**config.mk**
```make
export PLATFORM = sky130hd
export DESIGN_NAME = gamepad_edge_autorepeat_filter_core
export DESIGN_NICKNAME = d
export VERILOG_FILES = /design/src/design/geaf_pkg.sv /design/src/design/geaf_shape.sv /design/src/design/geaf_core.sv /design/src/design/gamepad_edge_autorepeat_filter_core.sv
export SDC_FILE = /design/constraint.sdc
export NUM_CORES = 1
export LEC_CHECK = 0
export ABC_AREA = 1
export ABC_CLOCK_PERIOD_IN_PS = 10400
export BUFFER_PORTS_ARGS = -buffer_cell sky130_fd_sc_hd__buf_2
export CAP_MARGIN = 30
export CORE_UTILIZATION = 35
export CTS_BUF_LIST = sky130_fd_sc_hd__clkbuf_8
export DETAILED_ROUTE_END_ITERATION = 16
export GPL_TIMING_DRIVEN = 1
export HOLD_SLACK_MARGIN = 0.06
export SETUP_SLACK_MARGIN = 0.1
export SLEW_MARGIN = 20
export SYNTH_ARGS = -nofsm -noshare
export SYNTH_HDL_FRONTEND = slang
export SYNTH_SLANG_ARGS = --single-unit
```
**constraint.sdc**
```tcl
create_clock -name clk -period 10.4 [get_ports clk]
set_clock_uncertainty 0.2 [all_clocks]
set_input_delay 0.52 -clock clk [delete_from_list [all_inputs] [get_ports clk]]
set_output_delay 0.52 -clock clk [all_outputs]
set_load 0.01 [all_outputs]
```
**src/design/geaf_pkg.sv**
```systemverilog
// Package for the gamepad edge/auto-repeat filter: shared types and constants.
// No dependencies; used by every module of the block.
package geaf_pkg;

  localparam logic [2:0]  CANCEL_POLLS     = 3'd6;
  localparam logic [15:0] CONFIRM_BACK     = 16'h3000;
  localparam logic [15:0] CONFIRM_BIT      = 16'h1000;
  localparam logic [15:0] BACK_BIT         = 16'h2000;
  localparam logic [15:0] DIR_MASK         = 16'h000F;

  localparam logic [14:0] THRESH_RESET     = 15'd16000;
  localparam logic [15:0] DELAY_RESET      = 16'd350;
  localparam logic [15:0] INTERVAL_RESET   = 16'd100;
  localparam logic [15:0] CANCEL_VAL_RESET = 16'h2000;

  localparam logic [1:0] REG_SWAP_CONFIRM   = 2'd0;
  localparam logic [1:0] REG_AXIS_THRESHOLD = 2'd1;
  localparam logic [1:0] REG_INITIAL_DELAY  = 2'd2;
  localparam logic [1:0] REG_REPEAT_INTVL   = 2'd3;

  typedef struct packed {
    logic        swap_confirm;
    logic [14:0] axis_threshold;
    logic [15:0] initial_delay_ms;
    logic [15:0] repeat_interval_ms;
  } cfg_t;

  typedef struct packed {
    logic [15:0] button_word;
    logic [15:0] stick_x;
    logic [15:0] stick_y;
    logic [31:0] time_ms;
    logic        menu_active;
    logic        menu_opened;
    logic        begin_cancel;
    logic [15:0] cancel_code;
  } poll_t;

  typedef struct packed {
    logic [15:0] buttons_to_game;
    logic        consumed;
    logic [15:0] press_edges;
  } result_t;

endpackage

```
**src/design/geaf_shape.sv**
```systemverilog
// Button word shaping: confirm/back swap and stick-to-direction thresholds.
// Depends on geaf_pkg.
module geaf_shape (
  input  logic [15:0] button_word,
  input  logic [15:0] stick_x,
  input  logic [15:0] stick_y,
  input  logic        swap_confirm,
  input  logic [14:0] axis_threshold,
  output logic [15:0] shaped
);
  import geaf_pkg::*;

  logic signed [16:0] x_ext;
  logic signed [16:0] y_ext;
  logic signed [16:0] thr_pos;
  logic signed [16:0] thr_neg;
  logic [15:0]        swapped;

  assign x_ext   = $signed({stick_x[15], stick_x});
  assign y_ext   = $signed({stick_y[15], stick_y});
  assign thr_pos = $signed({2'b00, axis_threshold});
  assign thr_neg = -thr_pos;

  always_comb begin
    swapped = button_word;
    if (swap_confirm) begin
      swapped = (button_word & ~CONFIRM_BACK)
              | ((button_word & CONFIRM_BIT) << 1)
              | ((button_word & BACK_BIT) >> 1);
    end
    shaped = swapped;
    if (x_ext < thr_neg) shaped[2] = 1'b1;
    if (x_ext > thr_pos) shaped[3] = 1'b1;
    if (y_ext < thr_neg) shaped[1] = 1'b1;
    if (y_ext > thr_pos) shaped[0] = 1'b1;
  end

endmodule

```
**src/design/geaf_core.sv**
```systemverilog
// Per-poll state: cancel injection, wait-for-release, edges and auto-repeat.
// Depends on geaf_pkg and geaf_shape.
module geaf_core (
  input  logic             clk,
  input  logic             rst,
  input  logic             step,
  input  geaf_pkg::cfg_t   cfg,
  input  geaf_pkg::poll_t  poll,
  output geaf_pkg::result_t result
);
  import geaf_pkg::*;

  logic [15:0] previous_buttons;
  logic [31:0] repeat_deadline;
  logic        wait_release;
  logic [2:0]  cancel_left;
  logic [15:0] cancel_value;

  logic [15:0] previous_buttons_next;
  logic [31:0] repeat_deadline_next;
  logic        wait_release_next;
  logic [2:0]  cancel_left_next;
  logic [15:0] cancel_value_next;

  logic [2:0]  cl;
  logic [15:0] cv;
  logic        wr;
  logic [15:0] shaped;
  logic [31:0] since;

  geaf_shape u_shape (
    .button_word    (poll.button_word),
    .stick_x        (poll.stick_x),
    .stick_y        (poll.stick_y),
    .swap_confirm   (cfg.swap_confirm),
    .axis_threshold (cfg.axis_threshold),
    .shaped         (shaped)
  );

  assign cl    = poll.begin_cancel ? CANCEL_POLLS : cancel_left;
  assign cv    = poll.begin_cancel ? poll.cancel_code : cancel_value;
  assign wr    = poll.menu_opened | wait_release;
  assign since = poll.time_ms - repeat_deadline;

  always_comb begin
    previous_buttons_next = previous_buttons;
    repeat_deadline_next  = repeat_deadline;
    wait_release_next     = wr;
    cancel_left_next      = cl;
    cancel_value_next     = cv;
    result                = '0;
    if (cl != 3'd0) begin
      cancel_left_next       = cl - 3'd1;
      result.buttons_to_game = cv;
    end else if (!poll.menu_active) begin
      result.buttons_to_game = poll.button_word;
    end else begin
      result.consumed       = 1'b1;
      previous_buttons_next = shaped;
      if (wr) begin
        wait_release_next = (shaped != 16'd0);
      end else begin
        result.press_edges = shaped & ~previous_buttons;
        if (shaped != previous_buttons) begin
          repeat_deadline_next = poll.time_ms + {16'd0, cfg.initial_delay_ms};
        end else if (!since[31]) begin
          result.press_edges   = result.press_edges | (shaped & DIR_MASK);
          repeat_deadline_next = poll.time_ms + {16'd0, cfg.repeat_interval_ms};
        end
      end
    end
  end

  always_ff @(posedge clk) begin
    if (rst) begin
      previous_buttons <= '0;
      repeat_deadline  <= '0;
      wait_release     <= 1'b1;
      cancel_left      <= '0;
      cancel_value     <= CANCEL_VAL_RESET;
    end else if (step) begin
      previous_buttons <= previous_buttons_next;
      repeat_deadline  <= repeat_deadline_next;
      wait_release     <= wait_release_next;
      cancel_left      <= cancel_left_next;
      cancel_value     <= cancel_value_next;
    end
  end

  a_cancel_bound: assert property (@(posedge clk) disable iff (rst)
    cancel_left <= CANCEL_POLLS)
    else $error("cancel count above limit");

  a_edges_only_consumed: assert property (@(posedge clk) disable iff (rst)
    step && !result.consumed |-> result.press_edges == 16'd0)
    else $error("edges on a poll not consumed");

  a_cancel_countdown: assert property (@(posedge clk) disable iff (rst)
    step && !poll.begin_cancel && cancel_left != 3'd0 |=>
      cancel_left == $past(cancel_left) - 3'd1)
    else $error("cancel countdown slipped");

  a_wait_no_edges: assert property (@(posedge clk) disable iff (rst)
    step && wr |-> result.press_edges == 16'd0)
    else $error("edges while waiting for release");

endmodule

```
**src/design/gamepad_edge_autorepeat_filter_core.sv**
```systemverilog
// Top level of the gamepad edge/auto-repeat filter: ports, config registers,
// input and result registers. Depends on geaf_pkg and geaf_core.
//
//   channel  dir  handshake          payload
//   s        in   s_tvalid/s_tready  s_tdata, s_tuser
//   m        out  m_tvalid/m_tready  m_tdata, m_tuser
//   cfg      in   cfg_we             cfg_index, cfg_data
//
// One poll per cycle sustained while m is not stalled.
// The poll is processed between the input register and the result register;
// the filter state updates in that same cycle.
// A stalled m holds the result and the input register; s_tready drops once both are full.
// rst resets filter state, config and valid flags, but not the poll and result data.
module gamepad_edge_autorepeat_filter_core (
  input  logic        clk,
  input  logic        rst,
  input  logic        s_tvalid,
  output logic        s_tready,
  // button_word[15:0], stick_x[31:16], stick_y[47:32], time_ms[79:48], cancel_code[95:80]
  input  logic [95:0] s_tdata,
  // menu_active[0], menu_opened[1], begin_cancel[2]
  input  logic [2:0]  s_tuser,
  output logic        m_tvalid,
  input  logic        m_tready,
  // buttons_to_game[15:0], press_edges[31:16]
  output logic [31:0] m_tdata,
  // consumed[0]
  output logic [0:0]  m_tuser,
  input  logic        cfg_we,
  input  logic [1:0]  cfg_index,
  input  logic [15:0] cfg_data
);
  import geaf_pkg::*;

  cfg_t    cfg;
  poll_t   poll;
  logic    in_valid;
  logic    advance;
  result_t core_result;
  result_t res;

  assign advance  = in_valid && (!m_tvalid || m_tready);
  assign s_tready = !in_valid || advance;

  always_ff @(posedge clk) begin
    if (rst) begin
      cfg.swap_confirm       <= 1'b0;
      cfg.axis_threshold     <= THRESH_RESET;
      cfg.initial_delay_ms   <= DELAY_RESET;
      cfg.repeat_interval_ms <= INTERVAL_RESET;
    end else if (cfg_we) begin
      case (cfg_index)
        REG_SWAP_CONFIRM:   cfg.swap_confirm       <= cfg_data[0];
        REG_AXIS_THRESHOLD: cfg.axis_threshold     <= cfg_data[14:0];
        REG_INITIAL_DELAY:  cfg.initial_delay_ms   <= cfg_data;
        REG_REPEAT_INTVL:   cfg.repeat_interval_ms <= cfg_data;
        default: ;
      endcase
    end
  end

  always_ff @(posedge clk) begin
    if (rst) begin
      in_valid <= 1'b0;
    end else if (s_tready) begin
      in_valid <= s_tvalid;
    end
  end

  always_ff @(posedge clk) begin
    if (s_tready && s_tvalid) begin
      poll.button_word  <= s_tdata[15:0];
      poll.stick_x      <= s_tdata[31:16];
      poll.stick_y      <= s_tdata[47:32];
      poll.time_ms      <= s_tdata[79:48];
      poll.cancel_code  <= s_tdata[95:80];
      poll.menu_active  <= s_tuser[0];
      poll.menu_opened  <= s_tuser[1];
      poll.begin_cancel <= s_tuser[2];
    end
  end

  geaf_core u_core (
    .clk    (clk),
    .rst    (rst),
    .step   (advance),
    .cfg    (cfg),
    .poll   (poll),
    .result (core_result)
  );

  always_ff @(posedge clk) begin
    if (rst) begin
      m_tvalid <= 1'b0;
    end else if (advance) begin
      m_tvalid <= 1'b1;
    end else if (m_tready) begin
      m_tvalid <= 1'b0;
    end
  end

  always_ff @(posedge clk) begin
    if (advance) begin
      res <= core_result;
    end
  end

  assign m_tdata = {res.press_edges, res.buttons_to_game};
  assign m_tuser = res.consumed;

endmodule

```
Yosys cells after proc, flatten, opt, wreduce, memory -nomap -nowiden:

Index checks and enable logic that the tools add are counted.

* bits in registers: 250
* bits of input ports: 122
* output and inout bits: 35

* add/sub/neg operators: 5
* $lt $le $gt $ge: 4
* eq/ne operators: 5
* multiplexer cells: 21
* bitwise logic cells: 9
* reduce and logical (&&, ||, !) cells: 17

Operators by type and width (count)
* 16-bit 2-to-1 mux: 7
* 32-bit by 16-bit adder with 32-bit output: 2
* 32-bit 2-to-1 mux: 2
* 16-bit by 17-bit < comparator with 1-bit output: 2
* 16-bit > comparator: 2
* 32-bit subtractor: 1
* 17-bit 2-to-1 mux: 1
* 15-bit negation with 17-bit output: 1
* 16-bit AND: 1
* 16-bit inequality test: 1
* 16-bit inverter: 1
* 16-bit by 13-bit OR with 16-bit output: 1
* 16-bit by 14-bit OR with 16-bit output: 1
* 16-bit by 4-bit OR with 16-bit output: 1
* 16-bit nonzero test: 1
* 1-bit 2-to-1 mux: 9
* 2-bit AND reduction: 4
* 3-bit 2-to-1 mux: 2
* 5-bit AND reduction: 1
* 2-bit == test (second input constant): 2
* 1-bit inverter: 3
* 3-bit AND reduction: 1
* 3-bit nonzero test: 1
* 3-bit OR reduction: 1
* 9 further kinds: 12

Longest topological paths before layout:

Gate-level depths: netlist (run 1).

* depth in word-level cells: 10
* mapped depth: 44
* mapped depth without buffers: 43

Modules after synthesis:

A second synthesis (run 1) with hierarchy kept.

* cells, all modules: 1785
* area, all modules: 14301.2 µm²

Modules (own cells, without submodules)
* geaf_core: instances 1, cells an instance 1038, area an instance 6308.6 µm²
* gamepad_edge_autorepeat_filter_core: instances 1, cells an instance 427, area an instance 5936.9 µm²
* geaf_shape: instances 1, cells an instance 320, area an instance 2055.7 µm²

Worst setup path after synthesis (run 1):

Ideal clock, no wire load.

* path kind: reg2reg
* start point: register cfg[33] (netlist name)
* end point: register u_core.repeat_deadline[28]
* setup time: 0.115 ns
* data arrival time: 5.467 ns
* data required time: 10.085 ns
* path slack: 4.618 ns
* stages on the path, launching flop included: 42
* path buffers: 1
* clock period less this slack: 5.782 ns
* path through: dfxtp_1 > inv_1 > ha_1 > nand2_2 > nor2_4 > nand3_1 > nor2_1 > nand4_1 > xor2_1 > ha_1 > nand4_1 > nor2_1 > nand2_2 > inv_2 > nand4_1 > nand2_1 > nor2_2 > nand3_1 > [6 not listed] > nor2_1 > a21oi_1 > ha_1 > inv_1 > fa_1 > nand3b_1 > a21oi_1 > nor2_2 > o21ai_2 > a21oi_2 > inv_1 > nand2_1 > nor2_2 > nand3_1 > nand2_1 > nand3_1 > nand2_1 > nor2_1

* longest elaborated chain between the ends: 6
* elaborated cells on any way between the ends: 13
* classes of those cells: 1 x add/sub; 4 x order compare; 2 x eq/ne; 5 x mux; 1 x reduce/logical

RTL lines
* 15-bit negation with 17-bit output (*): RTL line geaf_shape.sv:22 `assign thr_neg = -thr_pos;`
* 16-bit by 17-bit < comparator with 1-bit output (*): RTL line geaf_shape.sv:32 `if (x_ext < thr_neg) shaped[2] = 1'b1;`
* 1-bit 2-to-1 mux (*): RTL line geaf_shape.sv:32
* named net u_core.shaped[2]: RTL line geaf_core.sv:28 `logic [15:0] shaped;`
* 16-bit inequality test (*): RTL line geaf_core.sv:64 `if (shaped != previous_buttons) begin`
* 2-bit inequality test (no line)
* 5-bit AND reduction (no line)
* to (signal assigned): RTL line geaf_core.sv:83 `repeat_deadline <= repeat_deadline_next;`
* to (decl): RTL line geaf_core.sv:14 `logic [31:0] repeat_deadline;`

Mark *: on every way through the listed nets, which the timed path passes. The rest lies on a longest branch.
A chain may end at the register's enable or synchronous reset.

Worst setup path in the final report (run 1):

* start point: register cfg[33] (netlist name)
* end point: register u_core.repeat_deadline[28]

* longest elaborated chain between the ends: 6
* elaborated cells on any way between the ends: 13
* classes of those cells: 1 x add/sub; 4 x order compare; 2 x eq/ne; 5 x mux; 1 x reduce/logical

RTL lines (RTL line)
* 15-bit negation with 17-bit output (*): geaf_shape.sv:22
* 16-bit by 17-bit < comparator with 1-bit output (*): geaf_shape.sv:32
* 1-bit 2-to-1 mux (*): geaf_shape.sv:32
* named net u_core.shaped[2]: geaf_core.sv:28
* 16-bit inequality test (*): geaf_core.sv:64
* 2-bit inequality test (no line)
* 5-bit AND reduction (no line)

Marks and branches as above.

==> results.md, run 1 <==
* Status: complete, no violations
* P per Cell Area at 146.3 nW/um^2
* CORE AREA at 36790 um^2
* CP top delay family: simple AND/OR/NAND/NOR gates
* CP max FO at 31
* Peak supply drop at 92.65 uV
* Fmax at 154.0 MHz
* Yosys top cell by area: edfxtp_1
* Worst Hold Path EP: cfg[6]
* Crit-path most repeated cell: nand2_1
* Row count at 70
* Layout cells sized above 1 at 15.32%
* Number of global-route vias before repair at 10830
* Initial Util at 35.74%
* Number of antenna-violating nets in the routed design at 0
* Reg2Reg Launch Point: cfg[33]
* Critical Path Sink Type: register
* Clock Sinks at 250
* RSZ-0062 raised after global routing: false
* Largest net degree at the start of global routing at 80
* Final setup fails at 0
* Delay of the slowest critical-path stage at 400 ps
* Fin nets at 2004
* Syn nets at 1717
* Drt pass-1 iters at 4
* Worst EP arrival at 6830 ps
* Setup CP Type: register to register
* Io pins at 157
* Post-Synthesis Cells at 1470
* Total CTS buffers at 46
* GP Congestion at 0.8868
* Worst R2R Setup Slack at 3900 ps
* Starting DRC count in detailed routing at 590
* Clk slew on worst S/H paths at 60 ps
* Period Utilization, post-route at 62.46%
* Slew headroom at 46.00%
* Hold depth at 5
* First-pass GRT wire length at 55.92 mm
* Most numerous cell in the Yosys netlist: nand2_1
* Area of the mapped netlist at 13150 um^2
* Initial antenna violation count at 1
* Post-synth EDFFs at 132
* Most instantiated cells after synthesis: nand2_1, inv_1, nor2_1
* Synthesized area per cell at 8.943 um^2
* WP buf/inv at 5
* CTS tree: done
* GRT Util Overall at 18.36%
* CP max-delay cell: fa_1
* Worst hold path type: primary input to register
* Die height at 195.8 um
* DR DRC count at 0
* Warning count from the yosys run at 0
* Leak at 7.238 nW
* Synth cell types at 46
* Vias at 10930
* Ys async rst share at 0%
* Die width at 195.8 um
* Register area share after synthesis at 48.12%
* Avg Vias per Cell at 4.829
* Maxcap violations at 0
* Synth-to-Final Area Change at 26.20%
* WL final at 34.23 mm
* Worst-Margin Slew at 809.1 ps
* GRT Residual Overflow at 0
* # H-tree levels at 2
* Final min period at 6496 ps
* Worst reg2reg endpoint: u_core.repeat_deadline[28]
* IO buf count at 156
* Path depth of the worst reg2reg path at 42
* Hold Path Origin: cfg_we
* Clock root cell: clkbuf_8
* Final Hold Viols at 0
* Top post-synthesis cells by area: edfxtp_1, dfxtp_1, ha_1
* Top-area cell type share of the netlist area at 30.15%
* Main synth FF type: edfxtp_1
* Postcts setup bufs at 0
* Post-DR wirelength/cell at 15.12 um
* Final Power at 0.002427 W
* Setup TNS at 0 ps
* Pins Over Slew Limit at 0
* Critical Path RT at 10730 ps
* Die footprint at 38340 um^2
* Synthesis-stage register bit count at 250
* Worst Setup Start Kind: register
* Skew-Pair Late Insertion Delay at 630 ps
* Longest Clk Path Bufs at 3
* DPL Wire Length at 24.61 mm
[worst register-to-register path, delay by kind of cell, from the launching register on]
| family | cells | cell delay (ps) |
|---|---|---|
| AO/OA/AOI/OAI | 4 | 700 |
| XOR/XNOR | 1 | 200 |
| adder cells (fa/ha/maj) | 5 | 1450 |
| buffers and inverters | 5 | 630 |
| flip-flops | 1 | 320 |
| AND/OR/NAND/NOR | 27 | 2880 |
[where the power goes]
group          switching [W]  internal [W]  total [W]
Sequential         0.0000326       0.00109    0.00113
Clock               0.000433      0.000534   0.000968
Combinational       0.000190      0.000144   0.000334
Total               0.000656       0.00177    0.00243
[worst max path at each step]
stage | from | end | slack [ps] | cells after the start
5_1_grt | cfg[33] | u_core.repeat_deadline[28] | 3280 | 42
4_1_cts | cfg[33] | u_core.repeat_deadline[28] | 3890 | 42
3_3_place_gp | cfg[33] | u_core.repeat_deadline[28] | 4170 | 41
2_1_floorplan | cfg[33] | u_core.repeat_deadline[28] | 4620 | 41
6_report | cfg[33] | u_core.repeat_deadline[28] | 3900 | 42
3_5_place_dp | cfg[33] | u_core.repeat_deadline[28] | 3990 | 42
[cell type report]
type | count | area (um^2)
Clock buffer | 48 | 660.6
Fill cell | 3564 | 20190
Clock inverter | 38 | 287.8
Tap cell | 468 | 585.6
Timing Repair Buffer | 287 | 2087
Sequential cell | 250 | 6326
Inverter | 191 | 719.4
Multi-Input combinational cell | 981 | 5922
Antenna cell | 1 | 2.502
[state kept, by name (all words and copies together), names as in the netlist]
| name | count |
|---|---|
| u_core.cancel_left | 3 |
| m_tdata | 32 |
| u_core.previous_buttons | 16 |
| in_valid | 1 |
| u_core.wait_release | 1 |
| u_core.cancel_value | 16 |
| poll | 99 |
| m_tuser | 1 |
| u_core.repeat_deadline | 32 |
| cfg | 48 |
| m_tvalid | 1 |
[metrics by stage]
step                      setup slack [ps]  cells  util (%)  hold WS [ps]  area (um^2)
after global placement                4169   2053     39.11         237.7        14390
after global routing                  3279   2264     45.10         191.4        16590
after CTS                             3888   2262     45.05         132.0        16570
after floorplan                       4618   1470         -         229.6        13150
final                                 3904   2264     45.10         177.9        16590
after detailed placement              3988   2055     39.18         247.2        14410
[cell families after synthesis]
group                    count (synthesis)  share of synthesized area (%)
adder cells (fa/ha/maj)                125                          11.95
buffers and inverters                  239                          6.891
XOR/XNOR                                39                          2.598
multiplexers                            16                          1.218
AO/OA/AOI/OAI                          289                          12.09
AND/OR/NAND/NOR                        512                          17.13
flip-flops                             250                          48.12
[what timing repair did]
item                                   in CTS  in global routing
endpoints found under the hold margin     146                  0
gates resized for setup                     0                  0
hold buffers                              121                  0
[layout by cell type (no fill, tap or decap), types with 4 or more instances in the layout]
cell	netlist	final
xnor2_1	11	11
clkinv_2	0	6
nand2_1	196	196
clkinv_1	2	4
nand3_1	75	75
buf_2	7	156
inv_2	2	4
o21ai_0	74	74
edfxtp_1	132	132
mux2i_1	16	16
dfxtp_1	118	118
xor2_1	28	28
nand3_2	6	6
nand2_2	15	15
nor3_1	15	15
a21oi_1	155	155
o22ai_1	16	16
nand4_1	19	19
nor2_2	10	10
o211ai_1	8	8
ha_1	124	124
bufinv_16	0	4
clkbuf_8	0	48
a211oi_1	15	15
buf_4	0	8
a21o_1	5	5
nor2_1	158	157
inv_1	187	207
nor4_1	6	6
dlygate4sd3_1	0	121
[layer usage]
metal / up-vias / track usage, % / wire, um
met5: - / 0 / 0
met2: 220 / 29.55 / 15710
met1: 5080 / 24.50 / 16210
met4: 0 / 6.221 / 782
met3: 56 / 3.765 / 1530
li1: 5577 / - / -
No activity file was read; power rests on OpenSTA's default activity.
==> inputs of run 2 (changes only) <==
--- a/config.mk
+++ b/config.mk
@@ -6,7 +6,7 @@
 export NUM_CORES = 1
 export LEC_CHECK = 0
 export ABC_AREA = 1
-export ABC_CLOCK_PERIOD_IN_PS = 10400
+export ABC_CLOCK_PERIOD_IN_PS = 5200
 export BUFFER_PORTS_ARGS = -buffer_cell sky130_fd_sc_hd__buf_2
 export CAP_MARGIN = 30
 export CORE_UTILIZATION = 35
==> constraint.sdc (replaced) <==
create_clock -name clk -period 5.2 [get_ports clk]
set_clock_uncertainty 0.2 [all_clocks]
set_input_delay 0.26 -clock clk [delete_from_list [all_inputs] [get_ports clk]]
set_output_delay 0.26 -clock clk [all_outputs]
set_load 0.01 [all_outputs]
==> run 2 against run 1 <==
Net effect: the run now ends with setup timing left; worst hold slack got worse by 52 ps; non-clock buffer count grew 148; cell count up 6.4%; combinational power rose to 2.5 times the previous value; clock power grew 98%; largest power group unchanged.
==> results.md, run 2 (synthesis gave the netlist of run 1 again) <==
* Critical Path RT at 5480 ps (-5250 ps)
* CORE AREA at 36790 um^2 (unchanged)
* Storage cell area at 6329 um^2 (about the same)
* Number of global-route vias before repair at 11480 (+6.0%)
* Period Utilization, post-route at 111.6% (+49 points)
* WP buf/inv at 7 (+2)
* Row count at 70 (unchanged)
* GRT Residual Overflow at 0 (unchanged)
* RSZ-0062 raised after global routing: true
* Total CTS buffers at 46 (unchanged)
* Final Power at 0.005014 W (+110%)
* Power share of the clock group at 38.2% (-1.7 points)
* GP Congestion at 0.8428 (-5.0%)
* Slew headroom at 38.27% (-7.7 points)
* Starting DRC count in detailed routing at 636 (+7.8%)
* CP max-delay cell: dfxtp_2
* Post-DR wirelength/cell at 15.40 um (+1.8%)
* Multi-input logic area at 6449 um^2 (+8.9%)
* CP top delay family: simple AND/OR/NAND/NOR gates
* Final worst setup slack at -604.4 ps (-4509 ps)
* Crit-path most repeated cell: nand4_1
* Fmax at 172.3 MHz (+12%)
* Initial antenna violation count at 0 (-1)
* Avg Vias per Cell at 4.820 (-0.19%)
* Hold Path Origin: s_tdata[20]
* Flop pwr share at 44.9% (-1.5 points)
* First-pass GRT wire length at 57.99 mm (+3.7%)
* Max reg flops at 99 (unchanged)
* Clock root cell: clkbuf_8
* Failing checks: setup timing
* Largest Register: poll
* Longest Clk Path Bufs at 3 (unchanged)
* CTS tree: done
* Layout cells sized above 1 at 26.16% (+11 points)
* Final min period at 5804 ps (-691.2 ps)
* Leak at 8.025 nW (+11%)
* Worst-Margin Slew at 922.8 ps (+113.8 ps)
* Sw Share at 27.55% (+0.53 points)
* Reg2Reg Launch Point: cfg[33]
* DPL Wire Length at 25.39 mm (+3.1%)
* Most common cell after layout, fill and taps aside: inv_1
* Clk slew on worst S/H paths at 60 ps (about the same)
* Pint at 0.003633 W (+110%)
* Final setup fails at 27 (+27)
* DR DRC count at 0 (unchanged)
* Status: finished with violations
* Io pins at 157 (unchanged)
* Logic pwr share at 16.9% (+3.1 points)
* Setup CP Type: register to register
* Worst hold path type: primary input to register
* Critical Path Sink Type: register
* Skew-Pair Late Insertion Delay at 640 ps (about the same)
* Fin nets at 2152 (+7.4%)
* Peak supply drop at 195.9 uV (+110%)
* Pins Over Slew Limit at 0 (unchanged)
* Vias at 11620 (+6.2%)
* # H-tree levels at 2 (unchanged)
* GRT Util Overall at 18.99% (+0.63 points)
* Net Sw Power at 0.001381 W (+110%)
* Number of antenna-violating nets in the routed design at 0 (unchanged)
* Most frequent cells in the layout: inv_1, nand2_1, buf_2
* Maxcap violations at 0 (unchanged)
* Die footprint at 38340 um^2 (unchanged)
* Clock Sinks at 250 (unchanged)
* Drt pass-1 iters at 5 (+1)
* WL final at 37.11 mm (+8.4%)
* Largest net degree at the start of global routing at 67 (-16%)
* CP max FO at 6 (-81%)
* Post-place setup slack at -587.3 ps (-4575 ps)
* Fillcell total at 3412 (-4.3%)
* Die height at 195.8 um (unchanged)
* Antenna fix cells at 0 (-1)
* Worst Setup Start Kind: register
* Worst EP arrival at 6090 ps (-740 ps)
* Launch point of the worst path: cfg[33]
* P per Cell Area at 272.8 nW/um^2 (+86%)
* Initial Util at 35.74% (unchanged)
* Final Hold Viols at 0 (unchanged)
* IO buf count at 156 (unchanged)
* Setup TNS at -12820 ps (-12820 ps)
* Die width at 195.8 um (unchanged)
* Regs by FF count: poll (99), cfg (48)
* Delay of the slowest critical-path stage at 330 ps (-70 ps)
* Synth-to-Final Area Change at 39.81%
==> run 2: cell count changes in the layout (fill, tap and decap cells not counted), moves of 10 or more <==
| cell | before | now |
|---|---|---|
| a21oi_2 | 3 | 18 |
| nor2_2 | 10 | 21 |
| a21oi_1 | 155 | 135 |
| inv_1 | 207 | 196 |
| buf_6 | 0 | 20 |
| nand2_1 | 196 | 183 |
| nor2_1 | 157 | 136 |
| buf_4 | 8 | 118 |
| nor2_4 | 2 | 12 |
| nand2_2 | 15 | 25 |
| ha_1 | 124 | 113 |
| dlygate4sd3_1 | 121 | 136 |
==> run 2: area by class of cell <==
cell class | instances | area share (%)
flip-flops and latches | 250 | 34.43
multi-input cells | 981 | 35.09
clock inverters | 32 | 1.157
inverters | 191 | 3.914
repair buffers | 435 | 18.26
well taps | 468 | 3.186
clock buffers | 53 | 3.969
==> run 2: path summary, 6_finish.rpt <==
| path | cells past startpoint | end | slack, ps |
|---|---|---|---|
| worst max-delay path | 40 | u_core.repeat_deadline[25] | -600 |
| worst min-delay path | 2 | poll[71] | 130 |
| worst max register to register | 40 | u_core.repeat_deadline[25] | -600 |
| worst min register to register | 2 | u_core.previous_buttons[10] | 260 |
==> run 2: power groups by stage <==
| stage | clock network, W | logic (W) | registers, W |
|---|---|---|---|
| 6_report | 0.00192 | 0.000846 | 0.00225 |
| 5_1_grt | 0.00207 | 0.000943 | 0.00226 |
| 4_1_cts | 0.00198 | 0.000769 | 0.00225 |
| 3_5_place_dp | 0 | 0.000673 | 0.00229 |
| 3_3_place_gp | 0 | 0.000659 | 0.00229 |
| 2_1_floorplan | 0 | 0.000409 | 0.00228 |
==> run 2: layer usage <==
metal | track usage [%] | vias to the layer above | routed length [um]
met5 | 0 | - | 0
met4 | 7.436 | 0 | 1139
met3 | 3.266 | 71 | 1673
met2 | 31.54 | 245 | 17580
met1 | 24.57 | 5434 | 16720
li1 | - | 5866 | -
==> run 2: what timing repair did <==
action                     in CTS  in global routing
pin swaps                      15                 44
hold buffers                  136                  0
hold endpoints to repair      169                  0
cloned                          1                  1
resized for setup              23                111
setup endpoints to repair      28                 31
buffers inserted               12                 34
==> run 2: per-stage QoR <==
stage	utilization (%)	std cells	hold slack [ps]	cell area [um^2]
after floorplan	-	1470	158.9	13230
after global placement	41.12	2142	236.0	15130
after detailed placement	41.12	2142	238.1	15130
after CTS	47.91	2376	63.94	17620
after global routing	49.97	2410	97.93	18380
final	49.97	2410	126.0	18380
==> inputs of run 3 (changes only) <==
--- a/config.mk
+++ b/config.mk
@@ -5,7 +5,6 @@
 export SDC_FILE = /design/constraint.sdc
 export NUM_CORES = 1
 export LEC_CHECK = 0
-export ABC_AREA = 1
 export ABC_CLOCK_PERIOD_IN_PS = 5200
 export BUFFER_PORTS_ARGS = -buffer_cell sky130_fd_sc_hd__buf_2
 export CAP_MARGIN = 30
==> run 3 against run 2 <==
Net effect: the flow still finishes with violations (setup timing); register-to-register slack worse by 190 ps; cell area down 3.6%; synthesized cell count down 14%; sequential cell count unchanged; first-iteration DRC count down 28%; sequential power about the same; critical path type unchanged; worst hold slack better by 19 ps; sequential share of layout area up 1.3 points; largest cell class unchanged; routed wire length down 5.1%.
==> results.md, run 3 <==
* CP max-delay cell: nor4_4
* Multiplexer share of the synthesized area at 4.150% (+2.9 points)
* Row count at 69 (-1.4%)
* Placed cell areas at 15030 um^2 (-0.64%)
* Number of antenna-violating nets in the routed design at 0 (unchanged)
* Area of the mapped netlist at 12840 um^2 (-2.3%)
* Clk slew on worst S/H paths at 60 ps (about the same)
* Initial Util at 35.85% (+0.11 points)
* Max reg flops at 99 (unchanged)
* Final setup fails at 26 (-3.7%)
* Final worst setup slack at -791.9 ps (-187.5 ps)
* Top post-synthesis cells by area: edfxtp_1, dfxtp_1, ha_1
* Total CTS buffers at 48 (+4.3%)
* # H-tree levels at 2 (unchanged)
* DPL Wire Length at 24.35 mm (-4.1%)
* RSZ-0062 raised after global routing: true
* Number of global-route vias before repair at 11000 (-4.1%)
* Worst-Margin Slew at 908.8 ps (-14.01 ps)
* Synthesized area per cell at 10.18 um^2 (+14%)
* CTS tree: done
* P per Cell Area at 268.2 nW/um^2 (-1.7%)
* Top-area cell type share of the netlist area at 30.86% (+0.71 points)
* GRT Residual Overflow at 0 (unchanged)
* Yosys top cell by area: edfxtp_1
* Multi-input logic area at 6476 um^2 (+0.43%)
* Post-route cell area at 17720 um^2 (-3.6%)
* Vias at 10690 (-7.9%)
* Critical Path RT at 5430 ps (-50 ps)
* Xor/xnor share of the synthesized area at 2.523% (-0.075 points)
* Critical Path Sink Type: register
* Period Utilization, post-route at 115.2% (+3.6 points)
* Storage cell area at 6331 um^2 (about the same)
* Antenna fix cells at 0 (unchanged)
* Peak supply drop at 198.1 uV (+1.1%)
* IO buf count at 156 (unchanged)
* Pins Over Slew Limit at 0 (unchanged)
* Synth cell types at 70 (+52%)
* Post-Synth Adder-Cell Area at 12.24% (+0.28 points)
* Post-Synth Simple-Gate Area at 16.02% (-1.1 points)
* Skew-Pair Late Insertion Delay at 620 ps (-20 ps)
* Worst hold path type: primary input to register
* Die width at 193.6 um (-1.1%)
* Initial antenna violation count at 0 (unchanged)
* Regs by FF count: poll (99), cfg (48)
* Worst EP arrival at 6230 ps (+140 ps)
* Warning count from the yosys run at 0 (unchanged)
* Avg Vias per Cell at 4.908 (+1.8%)
* Slew headroom at 39.19% (+0.91 points)
* Die height at 193.6 um (-1.1%)
* Clock root cell: clkbuf_8
* Io pins at 157 (unchanged)
* Longest Clk Path Bufs at 3 (unchanged)
* Drt pass-1 iters at 5 (unchanged)
* WP buf/inv at 7 (unchanged)
* Clock Sinks at 250 (unchanged)
* Largest net degree at the start of global routing at 74 (+10%)
* Fillcell total at 3252 (-4.7%)
* GRT Util Overall at 18.73% (-0.26 points)
* Fin nets at 1928 (-10%)
* Failing checks: setup timing
* Main synth FF type: edfxtp_1
* Most instantiated cells after synthesis: nand2_1, edfxtp_1, ha_1
* Synthesis-stage register bit count at 250 (unchanged)
* Compound-Gate Fraction of Synth Area at 11.74% (-0.35 points)
* Leak at 7.113 nW (-11%)
* Final min period at 5992 ps (+187.5 ps)
* WHS at 144.7 ps (+18.70 ps)
* Register area share after synthesis at 49.25% (+1.1 points)
* Maxcap violations at 0 (unchanged)
* Post-Synthesis Cells at 1262 (-14%)
* Status: finished with violations
* Setup CP Type: register to register
* Setup TNS at -15720 ps (-2897 ps)
* Layout cells sized above 1 at 26.02% (-0.14 points)
* Starting DRC count in detailed routing at 455 (-28%)
* Fmax at 166.9 MHz (-3.1%)
* Ys async rst share at 0% (unchanged)
* GP Congestion at 0.8481 (+0.63%)
* WL final at 35.20 mm (-5.1%)
* Most common cell after layout, fill and taps aside: nand2_1
* Most numerous cell in the Yosys netlist: nand2_1
* Worst Setup Start Kind: register
* CP top delay family: simple AND/OR/NAND/NOR gates
* Most frequent cells in the layout: nand2_1, buf_2, edfxtp_1
* CORE AREA at 35830 um^2 (-2.6%)
* Final Hold Viols at 0 (unchanged)
* First-pass GRT wire length at 56.13 mm (-3.2%)
* Syn nets at 1509 (-12%)
* DR DRC count at 0 (unchanged)
* Synth-to-Final Area Change at 37.98%
* Die footprint at 37470 um^2 (-2.3%)
* Post-DR wirelength/cell at 16.15 um (+4.9%)
* Largest family of logic cells by synthesized area: simple AND/OR/NAND/NOR gates
* Post-place setup slack at -802.3 ps (-214.9 ps)
* Largest Register: poll
* Post-synth EDFFs at 132 (unchanged)
* Delay of the slowest critical-path stage at 340 ps (about the same)
* CP max FO at 8 (+2)
run 3: changes by cell type in the layout (fill, tap and decap cells not counted), sizes merged, moves of 15 or more:
| cell | change |
|---|---|
| nand3b | +31 |
| inv | -111 |
| a21oi | -54 |
| o21ai | -29 |
| mux2 | +18 |
| and2 | +15 |
| mux2i | +17 |
| nand3 | -66 |
| o22ai | -15 |
| nor2 | -96 |
run 3: timing repair:
| item | CTS | global route |
|---|---|---|
| buffers inserted | 14 | 6 |
| endpoints found under the setup margin | 28 | 31 |
| endpoints found under the hold margin | 190 | 0 |
| pin swaps | 32 | 36 |
| hold buffers | 128 | 0 |
| resized for setup | 30 | 33 |
| gates cloned | 0 | 0 |
run 3: cell type report:
| type | instances | area share (%) |
|---|---|---|
| well taps | 461 | 3.255 |
| repair buffers | 416 | 17.74 |
| clock buffers | 52 | 4.038 |
| clock inverters | 35 | 0.9602 |
| inverters | 82 | 1.737 |
| multi-input cells | 883 | 36.54 |
| flip-flops and latches | 250 | 35.72 |
run 3: cell families after synthesis:
family / after synthesis
simple gates: 429
flops: 250
compound gates: 241
buf+inv: 129
fa+ha+maj: 125
mux: 51
xor+xnor: 37
run 3: final timing paths:
path / cells past startpoint / slack (ps) / to / from
max: 30 / -790 / u_core.repeat_deadline[21] / cfg[37]
max reg2reg: 30 / -790 / u_core.repeat_deadline[21] / cfg[37]
min reg2reg: 2 / 250 / u_core.previous_buttons[9] / u_core.previous_buttons[9]
min: 2 / 140 / poll[38] / s_tdata[67]
run 3: metal layers:
metal,vias to the layer above,track usage [%],wire (um)
met5,-,0,0
met4,0,6.785,1140
met3,77,3.661,1261
met2,189,32.12,16950
met1,5054,23.31,15850
li1,5374,-,-
run 3: where the power goes:
group          internal [W]  switching [W]  total, W  leakage, nW
Combinational      0.000355       0.000342  0.000697         4.34
Clock              0.000966       0.000853   0.00182        0.532
Sequential          0.00217      0.0000654   0.00224         2.24
run 3: per-stage QoR:
stage                     utilization, %  total power [W]  std cells
final                              49.46         0.004753       2179
after global routing               49.46         0.004995       2179
after CTS                          48.87         0.004798       2173
after detailed placement           41.95         0.002847       1944
after global placement             41.95         0.002836       1944
after floorplan                        -         0.002594       1262
